### src/rtl/rdb_pkg.sv
`default_nettype none
// ----------------------------------------------------------------------------
// rdb_pkg: shared types for the reversible deque buffer
// Request kinds, controller states and the response beat layout.
// ----------------------------------------------------------------------------
package rdb_pkg;

    localparam int VALUE_W = 32;
    localparam int COUNT_W = 9;

    typedef enum logic [1:0] {
        KIND_PUSH_HEAD = 2'd0,
        KIND_PUSH_TAIL = 2'd1,
        KIND_POP_HEAD  = 2'd2,
        KIND_REVERSE   = 2'd3
    } t_kind;

    typedef enum logic {
        ST_IDLE = 1'b0,
        ST_READ = 1'b1
    } t_state;

    typedef logic signed [VALUE_W-1:0] t_value;
    typedef logic [COUNT_W-1:0]        t_count;

    typedef struct packed {
        logic   ok;
        t_value removed_value;
        t_count count;
    } t_rsp;

endpackage
`default_nettype wire

### src/rtl/rdb_rsp_if.sv
`default_nettype none
// ----------------------------------------------------------------------------
// rdb_rsp_if: response channel
// valid/ready handshake carrying one result per beat.
// ----------------------------------------------------------------------------
interface rdb_rsp_if;
    logic            valid;
    logic            ready;
    logic            ok;
    rdb_pkg::t_value removed_value;
    rdb_pkg::t_count count;

    modport source (output valid, output ok, output removed_value, output count,
                    input ready);
    modport sink   (input valid, input ok, input removed_value, input count,
                    output ready);
endinterface
`default_nettype wire

### src/rtl/rdb_out_skid.sv
`default_nettype none
// ----------------------------------------------------------------------------
// rdb_out_skid: response output register with one skid slot
// Holds a finished result while the sink stalls, so one more can land.
// ----------------------------------------------------------------------------
module rdb_out_skid (
    input  wire logic          i_clk,
    input  wire logic          i_rst_n,
    input  wire logic          i_valid,
    input  wire rdb_pkg::t_rsp i_data,
    output logic               o_skid_full,
    rdb_rsp_if.source          o_rsp
);

    logic          r_out_vld,  n_out_vld;
    logic          r_skid_vld, n_skid_vld;
    rdb_pkg::t_rsp r_out,      n_out;
    rdb_pkg::t_rsp r_skid,     n_skid;
    logic          out_take;

    assign out_take = r_out_vld && o_rsp.ready;

    always_comb begin
        n_out_vld  = r_out_vld;
        n_skid_vld = r_skid_vld;
        n_out      = r_out;
        n_skid     = r_skid;
        if (r_skid_vld) begin
            // skid holds the older beat; it moves up first
            if (out_take) begin
                n_out      = r_skid;
                n_out_vld  = 1'b1;
                n_skid     = i_data;
                n_skid_vld = i_valid;
            end
        end else if (!r_out_vld || out_take) begin
            n_out     = i_data;
            n_out_vld = i_valid;
        end else if (i_valid) begin
            n_skid     = i_data;
            n_skid_vld = 1'b1;
        end
    end

    always_ff @(posedge i_clk) begin
        if (!i_rst_n) begin
            r_out_vld  <= 1'b0;
            r_skid_vld <= 1'b0;
        end else begin
            r_out_vld  <= n_out_vld;
            r_skid_vld <= n_skid_vld;
        end
    end

    always_ff @(posedge i_clk) begin
        r_out  <= n_out;
        r_skid <= n_skid;
    end

    assign o_skid_full         = r_skid_vld;
    assign o_rsp.valid         = r_out_vld;
    assign o_rsp.ok            = r_out.ok;
    assign o_rsp.removed_value = r_out.removed_value;
    assign o_rsp.count         = r_out.count;

endmodule
`default_nettype wire

### src/flat_wrapper.sv
// flat-port wrapper written by rule: the top's interface ports become plain ports
module rdb_out_skid_flat 
  (i_clk, i_rst_n, i_valid, i_data, o_skid_full, o_rsp_valid, o_rsp_ok, o_rsp_removed_value, o_rsp_count, o_rsp_ready);
  rdb_rsp_if o_rsp_i ();
  input  wire logic i_clk;
  input  wire logic i_rst_n;
  input  wire logic i_valid;
  input  wire rdb_pkg::t_rsp i_data;
  output logic o_skid_full;
  output wire logic [$bits(o_rsp_i.valid)-1:0] o_rsp_valid;
  output wire logic [$bits(o_rsp_i.ok)-1:0] o_rsp_ok;
  output wire logic [$bits(o_rsp_i.removed_value)-1:0] o_rsp_removed_value;
  output wire logic [$bits(o_rsp_i.count)-1:0] o_rsp_count;
  input wire logic [$bits(o_rsp_i.ready)-1:0] o_rsp_ready;
  assign o_rsp_valid = o_rsp_i.valid;
  assign o_rsp_ok = o_rsp_i.ok;
  assign o_rsp_removed_value = o_rsp_i.removed_value;
  assign o_rsp_count = o_rsp_i.count;
  assign o_rsp_i.ready = o_rsp_ready;
  rdb_out_skid u_core (.i_clk(i_clk), .i_rst_n(i_rst_n), .i_valid(i_valid), .i_data(i_data), .o_skid_full(o_skid_full), .o_rsp(o_rsp_i));
endmodule
### config.mk
export PLATFORM = sky130hd
export DESIGN_NAME = rdb_out_skid_flat
export DESIGN_NICKNAME = d
export VERILOG_FILES = /design/src/rtl/rdb_pkg.sv /design/src/rtl/rdb_rsp_if.sv /design/src/rtl/rdb_out_skid.sv /design/src/flat_wrapper.sv
export SDC_FILE = /design/constraint.sdc
export NUM_CORES = 1
export LEC_CHECK = 0
export ABC_AREA = 1
export BUFFER_PORTS_ARGS = -buffer_cell sky130_fd_sc_hd__buf_4
export CAP_MARGIN = 40
export CELL_PAD_IN_SITES_DETAIL_PLACEMENT = 1
export CELL_PAD_IN_SITES_GLOBAL_PLACEMENT = 1
export CORE_UTILIZATION = 41
export CTS_CLUSTER_DIAMETER = 30
export DETAILED_ROUTE_END_ITERATION = 16
export PLACE_DENSITY_LB_ADDON = 0.12
export SYNTH_ARGS = -nofsm -noshare
export SYNTH_HDL_FRONTEND = slang
export SYNTH_SLANG_ARGS = --single-unit
export TNS_END_PERCENT = 1
### constraint.sdc
create_clock -name i_clk -period 3.64 [get_ports i_clk]
set_input_delay 0.364 -clock i_clk [delete_from_list [all_inputs] [get_ports i_clk]]
set_output_delay 0.364 -clock i_clk [all_outputs]
set_load 0.01 [all_outputs]
==> flow_metrics.env, run 1 <==
export IMPL_grt_use_met2_pct=27.1
export IMPL_synth_edf_count=84
export IMPL_path_max_fanout=45
export IMPL_drv_slew=0
export IMPL_leakage_nw=1.77
export IMPL_cts_sinks=86
export IMPL_gp_congestion=0.689
export IMPL_hold_path_class="input port to register"
export IMPL_setup_viol=0
export IMPL_synth_most_common_cell="nand2_1"
export IMPL_drive_gt1_share_pct=32.6
export IMPL_port_buffers=89
export IMPL_fin_ws_ns=1.61
export IMPL_yosys_register_bits=86
export IMPL_ant_nets=0
export IMPL_synth_cells=238
export IMPL_fp_dieW_um=90.4
export IMPL_p_sw_share_pct=22.2
export IMPL_ys_flop_type="edfxtp_1"
export IMPL_tns_ns=0
export IMPL_start_kind="register"
export IMPL_p_sw_mw=0.455
export IMPL_met1_usage_pct=22.2
export IMPL_synth_cell_types=11
export IMPL_seqPwrFrac_pct=58.1
export IMPL_via_per_inst=4.56
export IMPL_pre_cts_ws_ns=1.57
export IMPL_syn_area_per_cell_sq_um=13.5
export IMPL_hpwl_um=4330
export IMPL_grt_max_degree=47
export IMPL_hold_viol=0
export IMPL_hold_worst_slack_ns=0.199
export IMPL_arrival_ns=2.05
export IMPL_max_cap_viol_count=0
export IMPL_power_density_nw_per_um2=496
export IMPL_core_sq_um=7410
export IMPL_num_antenna_cells=0
export IMPL_cts_buffers=9
export IMPL_drtIter0Drc=59
export IMPL_grt_antenna_before_repair=0
export IMPL_post_cts_buffers=0
export IMPL_use_met3_pct=5.13
export IMPL_cts_resized=0
export IMPL_pwr_share_comb_pct=11.1
export IMPL_num_nets_final=378
export IMPL_busiest_layer="met2"
export IMPL_finalCriticalPeriod_ns=2.03
export IMPL_grt_pass1_vias=2058
export IMPL_synth_largest_area_cell="edfxtp_1"
export IMPL_p_int_mw=1.59
export IMPL_drc=0
export IMPL_grt_pass1_wl_um=10400
export IMPL_syn_area_sq_um=3210
export IMPL_clkPwrFrac_pct=30.8
export IMPL_synth_area_top_cells="edfxtp_1 79%, nand2_1 16%, buf_6 1.4%"
export IMPL_die_area_sq_um=8180
export IMPL_ys_warn_count=0
export IMPL_initial_core_util_pct=43.3
export IMPL_grt_usage_pct=16.9
export IMPL_drt_total_wl_um=6400
export IMPL_overflow=0
export IMPL_relSlewSlack_pct=52.6
export IMPL_period_share_pct=55.8
export IMPL_clk_pin_slew_ns=0.08
export IMPL_fin_skew_ns=0.00819
export IMPL_clockBufferDepth=2
export IMPL_crit_required_ns=3.66
export IMPL_wire_per_inst_um=14.7
export IMPL_cts_root_buf="clkbuf_8"
export IMPL_ios=90
export IMPL_tightestPinTransition_ns=0.709
export IMPL_clock_latency_ns=0.35
export IMPL_synthArstFlopShare_pct=0
export IMPL_critical_path_class="register to register"
export IMPL_firstDrtPassIters=4
export IMPL_die_h_um=90.4
export IMPL_max_freq_mhz=492
export IMPL_dr_total_vias=1988
export IMPL_syn_to_final_growth_pct=28.9
export IMPL_synth_commonest_cells="133 x nand2_1, 84 x edfxtp_1, 4 x buf_4, 4 x buf_6"
export IMPL_cts_tree="done"
export IMPL_status="complete, no violations"
export IMPL_syn_nets=284
export IMPL_rsz0062_at_grt="no"
export IMPL_vdd_drop_max_mv=0.176
export IMPL_cts_hold_buffers=0
export IMPL_cp_end_kind="register"
export IMPL_row_count=31
export IMPL_synth_top_cell_area_share_pct=78.7
export IMPL_h_tree_depth=3
export IMPL_ys_seq_area_share_pct=79.9
-- metal layers --
layer | vias to the layer above | wire, um
met4 | 0 | 54
met2 | 63 | 3160
li1 | 981 | -
met5 | - | 0
met3 | 6 | 307
met1 | 938 | 2870
-- worst paths after layout --
kind / from / to / slack, ns / cells after the start
hold / removal: i_data[32] / u_core.r_skid[32] / 0.20 / 1
hold reg to reg: u_core.r_skid[11] / u_core.o_rsp.removed_value[2] / 0.53 / 2
setup / recovery: u_core.o_skid_full / u_core.o_rsp.count[7] / 1.61 / 3
setup reg to reg: u_core.o_skid_full / u_core.o_rsp.count[7] / 1.61 / 3
-- cell usage in the layout, fill, tap and decap left out --
cell,instances
a21oi_1,2
a21oi_2,1
a21oi_4,1
buf_4,92
bufinv_16,1
clkbuf_1,3
clkbuf_8,9
clkinv_2,2
clkinvlp_4,1
dfxtp_1,1
dfxtp_2,1
edfxtp_1,84
inv_1,3
inv_8,1
nand2_1,133
nor2_1,1
nor2_4,1
-- cells by family (layout without fill, tap and decap cells) --
logic type             Yosys count  in the layout  synth area share (%)
AND/OR/NAND/NOR                135            135                  15.8
flip-flops                      86             86                  79.9
buffers and inverters           13            112                  3.51
AO/OA/AOI/OAI                    4              4                 0.742
-- critical path, stage by stage (launching register included) --
cell     delay, ns
dfxtp_2       0.35
buf_4         0.29
a21oi_4       0.65
buf_4         0.41
-- registers in the layout (all words and copies together), names as in the netlist --
name                        cells
u_core.r_skid                  42
u_core.o_rsp.ok                 1
u_core.o_rsp.count              9
u_core.o_rsp.removed_value     32
u_core.o_skid_full              1
u_core.o_rsp.valid              1
-- area by class of cell --
| cell class | count | area (sq um) |
|---|---|---|
| fillers | 777 | 3280 |
| flip-flops and latches | 86 | 2560 |
| repair buffers | 92 | 691 |
| multi-input cells | 139 | 549 |
| clock buffers | 12 | 135 |
| well taps | 99 | 124 |
| clock inverters | 4 | 47.5 |
| inverters | 4 | 22.5 |
-- power by group through the flow --
stage,Clock [mW],Sequential (mW),Combinational (mW)
final,0.632,1.19,0.228
after global routing,0.690,1.20,0.250
after CTS,0.652,1.19,0.233
after detailed placement,0,1.21,0.233
after global placement,0,1.21,0.226
after floorplan,0,1.24,0.0654
-- stage by stage --
stage | power [mW] | utilization (%) | cell area, sq um | cells
3_5_place_dp | 1.45 | 53.3 | 3950 | 420
6_report | 2.05 | 55.8 | 4130 | 436
3_3_place_gp | 1.44 | 53.3 | 3950 | 420
2_1_floorplan | 1.31 | - | 3210 | 238
5_1_grt | 2.14 | 55.8 | 4130 | 436
4_1_cts | 2.08 | 55.8 | 4130 | 436
No activity file was read; power rests on OpenSTA's default activity.
==> inputs of run 2 (changes only) <==
--- a/config.mk
+++ b/config.mk
@@ -10,7 +10,7 @@
 export CAP_MARGIN = 40
 export CELL_PAD_IN_SITES_DETAIL_PLACEMENT = 1
 export CELL_PAD_IN_SITES_GLOBAL_PLACEMENT = 1
-export CORE_UTILIZATION = 41
+export CORE_UTILIZATION = 37
 export CTS_CLUSTER_DIAMETER = 30
 export DETAILED_ROUTE_END_ITERATION = 16
 export PLACE_DENSITY_LB_ADDON = 0.12
==> constraint.sdc (replaced) <==
create_clock -name i_clk -period 1.83 [get_ports i_clk]
set_input_delay 0.183 -clock i_clk [delete_from_list [all_inputs] [get_ports i_clk]]
set_output_delay 0.183 -clock i_clk [all_outputs]
set_load 0.01 [all_outputs]
==> run 2 against run 1 <==
  * Non-clock buffer count increased by 7
  * Hold slack got worse by 0.18 ns
  * Critical path depth down 1
  * Highest routed layer unchanged
  * Via count rose by 1.1%
  * Register-to-register slack worse by 1.3 ns
  * Critical endpoint is now o_skid_full
  * Die area grew 11%
  * Design area grew 2.3%
  * Critical path type is now register to output pin
  * Sequential power increased by 99%
==> flow_metrics.env, run 2 (synthesized netlist as in run 1, its figures left out) <==
export IMPL_num_nets_final=385
export IMPL_cts_sinks=86
export IMPL_drc=0
export IMPL_clk_pin_slew_ns=0.08
export IMPL_min_delay_start="i_data[39]"
export IMPL_overflow=0
export IMPL_finalCriticalPeriod_ns=1.60
export IMPL_regToRegStartpoint="u_core.o_skid_full"
export IMPL_cp_end_kind="output pin"
export IMPL_hold_worst_slack_ns=0.0190
export IMPL_drt_total_wl_um=6450
export IMPL_arrival_ns=1.42
export IMPL_wire_per_inst_um=14.4
export IMPL_power_density_nw_per_um2=965
export IMPL_startpoint="u_core.o_skid_full"
export IMPL_period_share_pct=87.5
export IMPL_path_max_fanout=44
export IMPL_tightestPinTransition_ns=0.460
export IMPL_post_cts_buffers=0
export IMPL_start_kind="register"
export IMPL_grt_antenna_before_repair=0
export IMPL_grt_max_degree=45
export IMPL_grt_pass1_wl_um=9930
export IMPL_fin_util_pct=51.0
export IMPL_largest_register_ffs=42
export IMPL_die_area_sq_um=9040
export IMPL_syn_to_final_growth_pct=31.9
export IMPL_cts_resized=0
export IMPL_drtIter0Drc=72
export IMPL_num_antenna_cells=0
export IMPL_port_buffers=89
export IMPL_ant_nets=0
export IMPL_setup_viol=0
export IMPL_grt_usage_pct=15.5
export IMPL_leakage_nw=1.81
export IMPL_cts_buffers=9
export IMPL_h_tree_depth=3
export IMPL_core_sq_um=8300
export IMPL_ios=90
export IMPL_layout_common_cells="133 x nand2_1, 92 x buf_4, 84 x edfxtp_1"
export IMPL_dr_total_vias=2009
export IMPL_grt_pass1_vias=2014
export IMPL_rsz0062_at_grt="no"
export IMPL_final_common_cell="nand2_1"
export IMPL_die_h_um=95.1
export IMPL_clockBufferDepth=2
export IMPL_max_freq_mhz=625
export IMPL_relSlewSlack_pct=69.4
export IMPL_cts_hold_buffers=1
export IMPL_crit_required_ns=1.65
export IMPL_via_per_inst=4.47
export IMPL_vdd_drop_max_mv=0.527
export IMPL_firstDrtPassIters=4
export IMPL_fp_dieW_um=95.1
export IMPL_fin_skew_ns=0.00813
export IMPL_hold_viol=0
export IMPL_drive_gt1_share_pct=32.3
export IMPL_cts_tree="done"
export IMPL_max_cap_viol_count=0
export IMPL_hold_path_class="input port to register"
export IMPL_drv_slew=0
export IMPL_critical_path_class="register to output pin"
export IMPL_cts_root_buf="clkbuf_8"
export IMPL_status="complete, no violations"
export IMPL_hpwl_um=4280
export IMPL_clock_latency_ns=0.35
export IMPL_power_mw=4.08
export IMPL_initial_core_util_pct=38.6
export IMPL_largest_register="u_core.r_skid"
export IMPL_row_count=33
export IMPL_gp_congestion=0.685
## run 2: cell count changes in the layout (fill, tap and decap cells not counted), sizes merged
cell / change
buf: +2
clkbuf: -1
clkinv: +1
dlygate4sd3: +5
## run 2: area by class of cell
cell class              instances  area, sq um
clock inverters                 5         50.0
repair buffers                 99          781
flip-flops and latches         86         2560
well taps                     105          131
fillers                       881         4070
multi-input cells             139          549
inverters                       4         22.5
clock buffers                  11          131
## run 2: stage by stage
step / TNS (ns) / instance area [sq um] / setup WS [ns] / instances
3_3_place_gp: 0 / 4000 / 0.326 / 428
6_report: 0 / 4230 / 0.230 / 449
2_1_floorplan: -13.00 / 3220 / -0.310 / 238
3_5_place_dp: 0 / 4000 / 0.305 / 428
5_1_grt: 0 / 4230 / 0.141 / 449
4_1_cts: 0 / 4190 / 0.194 / 445
## run 2: power by group
| part | total (mW) | leakage [nW] | internal [mW] | switching, mW |
|---|---|---|---|---|
| combinational | 0.470 | 0.885 | 0.233 | 0.237 |
| clock | 1.24 | 0.0884 | 0.621 | 0.619 |
| sequential | 2.37 | 0.837 | 2.32 | 0.0440 |
| total | 4.08 | 1.81 | 3.18 | 0.900 |
## run 2: final timing paths
path / to / slack [ns] / cells after the start
max: o_skid_full / 0.23 / 2
min: u_core.r_skid[39] / 0.02 / 1
max reg2reg: u_core.r_skid[16] / 0.31 / 5
min reg2reg: u_core.o_rsp.removed_value[7] / 0.52 / 2
## run 2: worst max-delay path, stage by stage (launching register included)
cell     delay, ns
dfxtp_2       0.42
buf_4         0.44
buf_4         0.21
## run 2: metal layers
metal	up-vias	share of wire (%)	GRT usage (%)	routed length, um
li1	1000	-	-	-
met1	950	42	18.5	2690
met2	51	52	26.1	3330
met3	8	4.7	3.75	306
met4	0	1.8	7.95	119
met5	-	0	0	0
